[src/sv/rcm_pkg.sv]
// rcm_pkg: shared constants, codes and control structs for row_correlation_matrix
// no dependencies; used by rcm_ctrl, rcm_dp and row_correlation_matrix
`timescale 1ns / 1ps

package rcm_pkg;

  // matrix geometry and field widths
  localparam int MAX_ROWS = 64;
  localparam int MAX_COLS = 256;
  localparam int ROW_W    = 6;
  localparam int COL_W    = 8;
  localparam int SAMPLE_W = 16;
  localparam int NROW_W   = 7;
  localparam int NCOL_W   = 9;
  localparam int ADDR_W   = ROW_W + COL_W;
  localparam int DEPTH    = MAX_ROWS * MAX_COLS;
  localparam int CORR_W   = 16;
  localparam int STAT_W   = 2;

  // sequencer step counts
  localparam int CNT_W        = 9;
  localparam int DRAIN_CYC    = 3;
  localparam int MUL_STEPS    = 6;
  localparam int DIV_STEPS    = 31;
  localparam int SQRT_STEPS   = 16;

  // register map
  localparam int ADDR_BITS = 3;
  localparam logic REG_ROWS = 1'b0;
  localparam logic REG_COLS = 1'b1;

  typedef enum logic [STAT_W-1:0] {
    ST_OK       = 2'd0,
    ST_ZERO_VAR = 2'd1,
    ST_RANGE    = 2'd2
  } status_e;

  typedef enum logic [3:0] {
    S_IDLE,
    S_SUM,
    S_DRAIN,
    S_VMUL,
    S_VSUB,
    S_CHECK,
    S_MULP,
    S_MULM,
    S_DIV,
    S_SQRT,
    S_RESULT
  } state_e;

  typedef struct packed {
    logic             load;
    logic             wr;
    logic             clr_acc;
    logic             issue;
    logic [COL_W-1:0] col;
    logic             var_mul;
    logic             var_sub;
    logic             mul_start;
    logic             mul_src_m;
    logic             mul_step;
    logic             div_start;
    logic             div_step;
    logic             sqrt_start;
    logic             sqrt_step;
  } dp_cmd_t;

  typedef struct packed {
    logic range_bad;
    logic var_zero;
  } dp_stat_t;

endpackage

[src/sv/rcm_ctrl.sv]
// rcm_ctrl: sequencer for writes and correlation queries
// uses rcm_pkg; drives rcm_dp through dp_cmd_t and reads dp_stat_t
`timescale 1ns / 1ps

module rcm_ctrl (
  input  logic                       clk_i,
  input  logic                       rst_ni,
  input  logic                       in_valid_i,
  output logic                       in_ready_o,
  input  logic                       func_i,
  input  logic [rcm_pkg::NCOL_W-1:0] ncols_i,
  input  logic                       out_free_i,
  input  rcm_pkg::dp_stat_t          stat_i,
  output rcm_pkg::dp_cmd_t           cmd_o,
  output logic                       emit_o,
  output rcm_pkg::status_e           res_status_o,
  output logic                       res_corr_o
);

  rcm_pkg::state_e            state_q, state_d;
  logic [rcm_pkg::CNT_W-1:0]  cnt_q, cnt_d;
  rcm_pkg::status_e           res_q, res_d;
  logic                       corr_en_q, corr_en_d;
  logic                       accept;

  assign accept = in_valid_i && (state_q == rcm_pkg::S_IDLE);

  // next state
  always_comb begin
    state_d   = state_q;
    cnt_d     = cnt_q + 9'd1;
    res_d     = res_q;
    corr_en_d = corr_en_q;
    case (state_q)
      rcm_pkg::S_IDLE: begin
        cnt_d = '0;
        if (accept) begin
          state_d   = rcm_pkg::S_RESULT;
          corr_en_d = 1'b0;
          res_d     = rcm_pkg::ST_OK;
          if (stat_i.range_bad) begin
            res_d = rcm_pkg::ST_RANGE;
          end else if (func_i) begin
            corr_en_d = 1'b1;
            state_d   = (ncols_i == '0) ? rcm_pkg::S_DRAIN : rcm_pkg::S_SUM;
          end
        end
      end
      rcm_pkg::S_SUM: begin
        if (cnt_q == ncols_i - 9'd1) begin
          state_d = rcm_pkg::S_DRAIN;
          cnt_d   = '0;
        end
      end
      rcm_pkg::S_DRAIN: begin
        if (cnt_q == rcm_pkg::CNT_W'(rcm_pkg::DRAIN_CYC - 1)) begin
          state_d = rcm_pkg::S_VMUL;
        end
      end
      rcm_pkg::S_VMUL: state_d = rcm_pkg::S_VSUB;
      rcm_pkg::S_VSUB: state_d = rcm_pkg::S_CHECK;
      rcm_pkg::S_CHECK: begin
        cnt_d = '0;
        if (stat_i.var_zero) begin
          state_d   = rcm_pkg::S_RESULT;
          res_d     = rcm_pkg::ST_ZERO_VAR;
          corr_en_d = 1'b0;
        end else begin
          state_d = rcm_pkg::S_MULP;
        end
      end
      rcm_pkg::S_MULP: begin
        if (cnt_q == rcm_pkg::CNT_W'(rcm_pkg::MUL_STEPS - 1)) begin
          state_d = rcm_pkg::S_MULM;
          cnt_d   = '0;
        end
      end
      rcm_pkg::S_MULM: begin
        if (cnt_q == rcm_pkg::CNT_W'(rcm_pkg::MUL_STEPS)) begin
          state_d = rcm_pkg::S_DIV;
          cnt_d   = '0;
        end
      end
      rcm_pkg::S_DIV: begin
        if (cnt_q == rcm_pkg::CNT_W'(rcm_pkg::DIV_STEPS)) begin
          state_d = rcm_pkg::S_SQRT;
          cnt_d   = '0;
        end
      end
      rcm_pkg::S_SQRT: begin
        if (cnt_q == rcm_pkg::CNT_W'(rcm_pkg::SQRT_STEPS)) begin
          state_d = rcm_pkg::S_RESULT;
        end
      end
      rcm_pkg::S_RESULT: begin
        if (out_free_i) begin
          state_d = rcm_pkg::S_IDLE;
        end
      end
      default: state_d = rcm_pkg::S_IDLE;
    endcase
  end

  // command outputs
  always_comb begin
    cmd_o        = '0;
    in_ready_o   = 1'b0;
    emit_o       = 1'b0;
    res_status_o = res_q;
    res_corr_o   = corr_en_q;
    case (state_q)
      rcm_pkg::S_IDLE: begin
        in_ready_o    = 1'b1;
        cmd_o.load    = accept;
        cmd_o.clr_acc = accept;
        cmd_o.wr      = accept && !func_i && !stat_i.range_bad;
      end
      rcm_pkg::S_SUM: begin
        cmd_o.issue = 1'b1;
        cmd_o.col   = cnt_q[rcm_pkg::COL_W-1:0];
      end
      rcm_pkg::S_VMUL:  cmd_o.var_mul = 1'b1;
      rcm_pkg::S_VSUB:  cmd_o.var_sub = 1'b1;
      rcm_pkg::S_CHECK: cmd_o.mul_start = !stat_i.var_zero;
      rcm_pkg::S_MULP:  cmd_o.mul_step = 1'b1;
      rcm_pkg::S_MULM: begin
        cmd_o.mul_src_m = 1'b1;
        cmd_o.mul_start = (cnt_q == '0);
        cmd_o.mul_step  = (cnt_q != '0);
      end
      rcm_pkg::S_DIV: begin
        cmd_o.div_start = (cnt_q == '0);
        cmd_o.div_step  = (cnt_q != '0);
      end
      rcm_pkg::S_SQRT: begin
        cmd_o.sqrt_start = (cnt_q == '0);
        cmd_o.sqrt_step  = (cnt_q != '0);
      end
      rcm_pkg::S_RESULT: emit_o = out_free_i;
      default: cmd_o = '0;
    endcase
  end

  // state registers
  always_ff @(posedge clk_i or negedge rst_ni) begin
    if (!rst_ni) begin
      state_q   <= rcm_pkg::S_IDLE;
      cnt_q     <= '0;
      res_q     <= rcm_pkg::ST_OK;
      corr_en_q <= 1'b0;
    end else begin
      state_q   <= state_d;
      cnt_q     <= cnt_d;
      res_q     <= res_d;
      corr_en_q <= corr_en_d;
    end
  end

`ifndef SYNTHESIS
  // column reads stay inside the columns in use
  a_issue_in_range: assert property (@(posedge clk_i) disable iff (!rst_ni)
    cmd_o.issue |-> ({1'b0, cmd_o.col} < ncols_i))
    else $error("column read beyond columns in use");

  // a result word always returns the sequencer to idle
  a_emit_idle: assert property (@(posedge clk_i) disable iff (!rst_ni)
    emit_o |=> (state_q == rcm_pkg::S_IDLE))
    else $error("sequencer not idle after result");

  // store writes happen only on an accepted word
  a_wr_on_accept: assert property (@(posedge clk_i) disable iff (!rst_ni)
    cmd_o.wr |-> (in_valid_i && in_ready_o))
    else $error("store write without accepted word");

  // an accepted word always leaves idle
  a_accept_busy: assert property (@(posedge clk_i) disable iff (!rst_ni)
    (in_valid_i && in_ready_o) |=> (state_q != rcm_pkg::S_IDLE))
    else $error("accepted word did not start work");
`endif

endmodule

[config.mk]
export PLATFORM = sky130hd
export DESIGN_NAME = rcm_ctrl
export DESIGN_NICKNAME = d
export VERILOG_FILES = /design/src/sv/rcm_pkg.sv /design/src/sv/rcm_ctrl.sv
export SDC_FILE = /design/constraint.sdc
export NUM_CORES = 1
export LEC_CHECK = 0
export BUFFER_PORTS_ARGS = -buffer_cell sky130_fd_sc_hd__buf_2
export CAP_MARGIN = 5
export CORE_MARGIN = 5
export CORE_UTILIZATION = 30
export DETAILED_ROUTE_END_ITERATION = 6
export PLACE_DENSITY_LB_ADDON = 0.12
export SETUP_SLACK_MARGIN = 0.02
export SKIP_CTS_REPAIR_TIMING = 1
export SLEW_MARGIN = 40
export SYNTH_ARGS = -nofsm -noshare
export SYNTH_HDL_FRONTEND = slang
export SYNTH_SLANG_ARGS = --single-unit
[constraint.sdc]
create_clock -name clk_i -period 6.9 [get_ports clk_i]
set_input_delay 0 -clock clk_i [delete_from_list [all_inputs] [get_ports clk_i]]
set_output_delay 0 -clock clk_i [all_outputs]
set_load 0.1 [all_outputs]
# [Word-level counts from Yosys, hierarchy flattened]
# Cells that the tools add are included.
[classes] muxes=38 reduce_logical=14 addsub=2 eq_ne=25
[op_table] cell="9-bit 2-to-1 mux" count=5
[op_table] cell="9-bit case mux with 5 select lines" count=1
[op_table] cell="4-bit 2-to-1 mux" count=11
[op_table] cell="4-bit case mux with 11 select lines" count=1
[op_table] cell="9-bit by 3-bit equality test with 1-bit output, second input constant" count=2
[op_table] cell="9-bit by 5-bit equality test with 1-bit output, second input constant" count=2
[op_table] cell="9-bit zero test" count=2
[op_table] cell="2-bit inequality test, second input constant" count=9
[op_table] cell="4-bit by 3-bit equality test with 1-bit output, second input constant" count=4
[op_table] cell="4-bit equality test, second input constant" count=3
[op_table] cell="2-bit 2-to-1 mux" count=6
[op_table] cell="9-bit by 1-bit adder with 9-bit output, second input constant" count=1
[op_table] cell="9-bit by 2-bit equality test with 1-bit output, second input constant" count=1
[op_table] cell="9-bit equality test" count=1
[op_table] cell="1-bit 2-to-1 mux" count=9
[op_table] cell="9-bit nonzero test" count=1
[op_table] cell="9-bit by 1-bit subtractor with 9-bit output, second input constant" count=1
[op_table] cell="4-bit by 2-bit equality test with 1-bit output, second input constant" count=2
[op_table] cell="8-bit AND reduction" count=1
[op_table] cell="1-bit case mux with 2 select lines" count=3
[op_table] cell="4-bit by 1-bit equality test with 1-bit output, second input constant" count=1
[op_table] cell="4-bit zero test" count=1
[op_table] cell="2-bit case mux with 2 select lines" count=1
[op_table] cell="1-bit logical AND" count=3
[op_table] cell="other kinds (5)" count=7
[totals] in_bits=16 register_bits=16 word_cells=83 output_inout_bits=26

# [Longest topological paths before layout]
[logic_depth] depth_word=6 ltp_mapped=8 depth_no_buf=8

# [Least setup slack after synthesis]
# Ideal clock, no wire load.
[synth_timing] path_type="register -> output" startpoint="reg state_q[2]" endpoint="out cmd_o[19] in the netlist's numbering" t_required_ps=6900 arrival_time_ps=6093 stages_incl_launch_ff=5 setup_slack_ps=807 path_buffers=1 path_cell_list="dfrtp_1 -> clkbuf_1 -> nor4_1 -> nand2_1 -> nor3_1"
[synth_lines] element="start, declared" line="rcm_ctrl.sv:20" text="rcm_pkg::state_e state_q, state_d;"
[synth_lines] element="start signal, assigned" line="rcm_ctrl.sv:147" text="state_q <= rcm_pkg::S_IDLE;"
[synth_lines] element="start signal, assigned" line="rcm_ctrl.sv:152" text="state_q <= state_d;"
[synth_lines] element="end, declared" line="rcm_ctrl.sv:14" text="output rcm_pkg::dp_cmd_t cmd_o,"

# [Worst setup path in the final report]
[layout_timing] startpoint="reg cnt_q[5] in the netlist's numbering" endpoint="reg state_q[3]"
[layout_via] elab_chain_cells=3 word_cells_on_any_way=13 classes_between="eq/ne (12); reduce/logical (1)"
[layout_lines] element="start, declared" line="rcm_ctrl.sv:21" text="logic [rcm_pkg::CNT_W-1:0] cnt_q, cnt_d;"
[layout_lines] element="start signal, assigned" line="rcm_ctrl.sv:153" text="cnt_q <= cnt_d;"
[layout_lines] element="9-bit by 5-bit equality test with 1-bit output, or another cell as far along" line="rcm_ctrl.sv:91" text="if (cnt_q == rcm_pkg::CNT_W'(rcm_pkg::SQRT_STEPS)) begin"
[layout_lines] element="2-bit inequality test (no line)"
[layout_lines] element="8-bit AND reduction (no line) *"
# Mark *: on every way between the ends. The rest lies on a longest branch, timed or not.
# A chain may end at the register's enable or synchronous reset.

==> results by group <==
Timing
  • RSZ-0062 raised after global routing: false
  • Minimum clock period: 2.623 ns
  • Worst Tran Pin Value: 0.6679 ns
  • Period Utilization, post-route: 38.02%
  • Setup TNS: 0 ns
  • Max-slew violations: 0
  • Hold Slack: 0.08786 ns
  • Final setup margin: 4.277 ns
  • Setup violators final: 0
  • Final-report hold violation count: 0
  • Worst Skew: 0.002826 ns
  • Worst slew margin: 54.85%
  • Max Freq: 381.2 MHz

Routing
  • Remaining DRCs: 0
  • Final WL: 3920 um
  • Wire length per cell: 13.85 um
  • First-pass DRT Iterations: 4
  • DRT iter0 DRCs: 96
  • DRT antenna net count: 0
  • Via count: 1433
  • Via/cell ratio: 5.064

Run status
  • Status: finished clean

Floorplanning
  • Die H: 80.51 um
  • Die area: 0.006482 mm2
  • Chip Width: 80.51 um
  • CORE AREA: 0.004786 mm2
  • Initial Util: 31.16%
  • Cell Rows: 25
  • # IOs: 42

CTS
  • CTS H-tree lvls: 1
  • Clock Tree Root: clkbuf_8
  • Worst-Skew Late Latency: 0.26 ns
  • CTS buffer count: 3
  • Clock Path Buffers: 2
  • TritonCTS clock tree: done
  • CTS sink cnt: 16
  • Clk slew on worst S/H paths: 0.06 ns

Global routing
  • Gr usage total: 12.82%
  • Vias in the first global route: 1330
  • Largest net degree at the start of global routing: 21
  • Total gr overflow: 0
  • Initial antenna violation count: 0
  • First-pass GRT wire length: 6506 um

Power and ir drop
  • LEAKAGE: 0.8551 nW
  • Cell Pwr Density: 455.0 mW/mm2
  • Post-layout power: 814.1 uW
  • Peak supply drop: 0.3875 mV

Yosys
  • Simple-gate share of the synthesized area: 31.71%
  • Post-synthesis adder-cell area fraction: 4.866%
  • Yosys top cell area share: 26.85%
  • Post-synthesis sequential area ratio: 26.85%
  • Largest family of logic cells by synthesized area: simple AND/OR/NAND/NOR gates
  • Leading area contributor after synthesis: dfrtp_1
  • Synth Instances: 182
  • Dominant synthesized flop cell: dfrtp_1
  • Number of synthesized flops with an enable pin: 0
  • Yosys warning total: 0
  • Synthesized area: 0.001491 mm2
  • Largest cells by area after synthesis: dfrtp_1, nor2_1, xnor2_1, xor2_1, ha_1
  • Mapped Avg Cell Area: 8.195 um2
  • Synthesized net count: 203
  • #FFs+latches synth: 16
  • Post-synthesis cell type count: 53
  • Mux contribution to synthesized area: 1.510%
  • Post-synthesis xor/xnor area fraction: 10.57%
  • Compound-gate portion of the synthesized area: 18.20%
  • Share of synthesized registers carrying an async set or reset: 100.0%

Setup path
  • Critical Path RT: 7.04 ns
  • Critical Path Sink: state_q[3]
  • Critical Path AT: 2.77 ns
  • Crit path max fanout: 11
  • R2r startpoint: cnt_q[5]
  • Critical path startpoint category: flop
  • Beginning of the critical path: cnt_q[5]
  • R2R depth: 6
  • Reg2reg end: state_q[3]
  • Element type at the critical path end: flop
  • R2R Setup Slk: 4.28 ns
  • WS Path Type: reg -> reg

Min path
  • Worst Hold Class: in -> reg

Run
  • Max Cap Viol: 0

Place
  • GP Congestion: 0.7569
  • Placed instance count: 278
  • Placement Setup Slack: 4.290 ns
  • Hpwl dp: 3026 um
  • # port buffers: 41

Cells and area
  • Ant. Diodes: 0
  • Area growth syn-to-layout: 19.97%
  • Share of layout cells above drive strength 1: 23.15%
  • Final Net Count: 239
  • Final cell count without fillers: 283
state kept, by name, indices dropped and copies added (netlist names):
| register | flops |
|---|---|
| cnt_q | 9 |
| state_q | 4 |
| res_status_o | 2 |
| res_corr_o | 1 |
critical path: stages (launching register included):
cell and delay [ns]:
dfrtp_1 0.51, nor4_4 0.45, nand4_1 0.14, a211o_1 0.33, or4_4 0.58, a21oi_4 0.17
mux2_1 0.33
metrics by stage:
stage	util (%)	cell area, um2
after CTS	36.97	1769
after floorplan	-	1491
after global routing	37.39	1789
final	37.39	1789
after detailed placement	36.10	1728
after global placement	36.10	1728
where the power goes:
part / switching (mW) / internal (mW) / leakage (nW)
clock network: 0.0343 / 0.0389 / 0.0216
registers: 0.0706 / 0.123 / 0.209
logic: 0.400 / 0.147 / 0.625
total: 0.505 / 0.309 / 0.855
cell type report:
type | count | area, um2
fill | 500 | 2997
timing repair buffer | 43 | 225.2
sequential | 16 | 400.4
tap | 67 | 83.83
inverter | 11 | 41.29
multi-input combinational | 143 | 997.2
clock buffer | 3 | 41.29
synthesized netlist by cell type (3+ instances only):
cell      count
a21oi_1      10
a31oi_1       4
and2_1        8
and3_1        3
buf_2         3
clkbuf_1      8
dfrtp_1      16
ha_1          5
inv_1        11
nand2_1       6
nand2b_1      3
nand3_1       3
nor2_1       22
nor2b_1       4
nor3_1       10
o21ai_0       4
xnor2_1       9
xor2_1        9
cell families after synthesis:
family          after synthesis
simple gates                 80
compound gates               37
flops                        16
xor+xnor                     18
buf+inv                      23
mux                           2
fa+ha+maj                     6
layout by cell type (no fill, tap or decap), types with 3 or more instances in the layout:
cell      synthesis  routed
a21oi_1          10      10
a31oi_1           4       4
and2_1            8       8
and3_1            3       3
buf_2             3      41
clkbuf_8          0       3
dfrtp_1          16      16
ha_1              5       5
inv_1            11      11
nand2_1           6       6
nand2b_1          3       3
nand3_1           3       3
nor2_1           22      22
nor2b_1           4       4
nor3_1           10      10
o21ai_0           4       4
xnor2_1           9       9
xor2_1            9       9
layer usage:
metal  wire, um  share of wire (%)  up-vias  GRT usage (%)
li1           -                  -      716              -
met1       1766                 45      681          17.73
met2       1857                 47       32          19.62
met3        228                5.8        4          2.578
met4         68                1.7        0          4.561
met5          0                  0        -              0
how the worst min path moves through the flow:
stage          startpoint    endpoint  slack [ns]  cells past startpoint
4_1_cts            rst_ni    cnt_q[3]       -0.33                      1
2_1_floorplan      rst_ni    cnt_q[0]       -0.30                      0
6_report       in_valid_i  res_corr_o        0.09                      3
5_1_grt        in_valid_i  res_corr_o        0.11                      3
3_5_place_dp       rst_ni    cnt_q[3]       -0.05                      1
3_3_place_gp       rst_ni    cnt_q[7]       -0.05                      1
No activity file was read; power rests on OpenSTA's default activity.
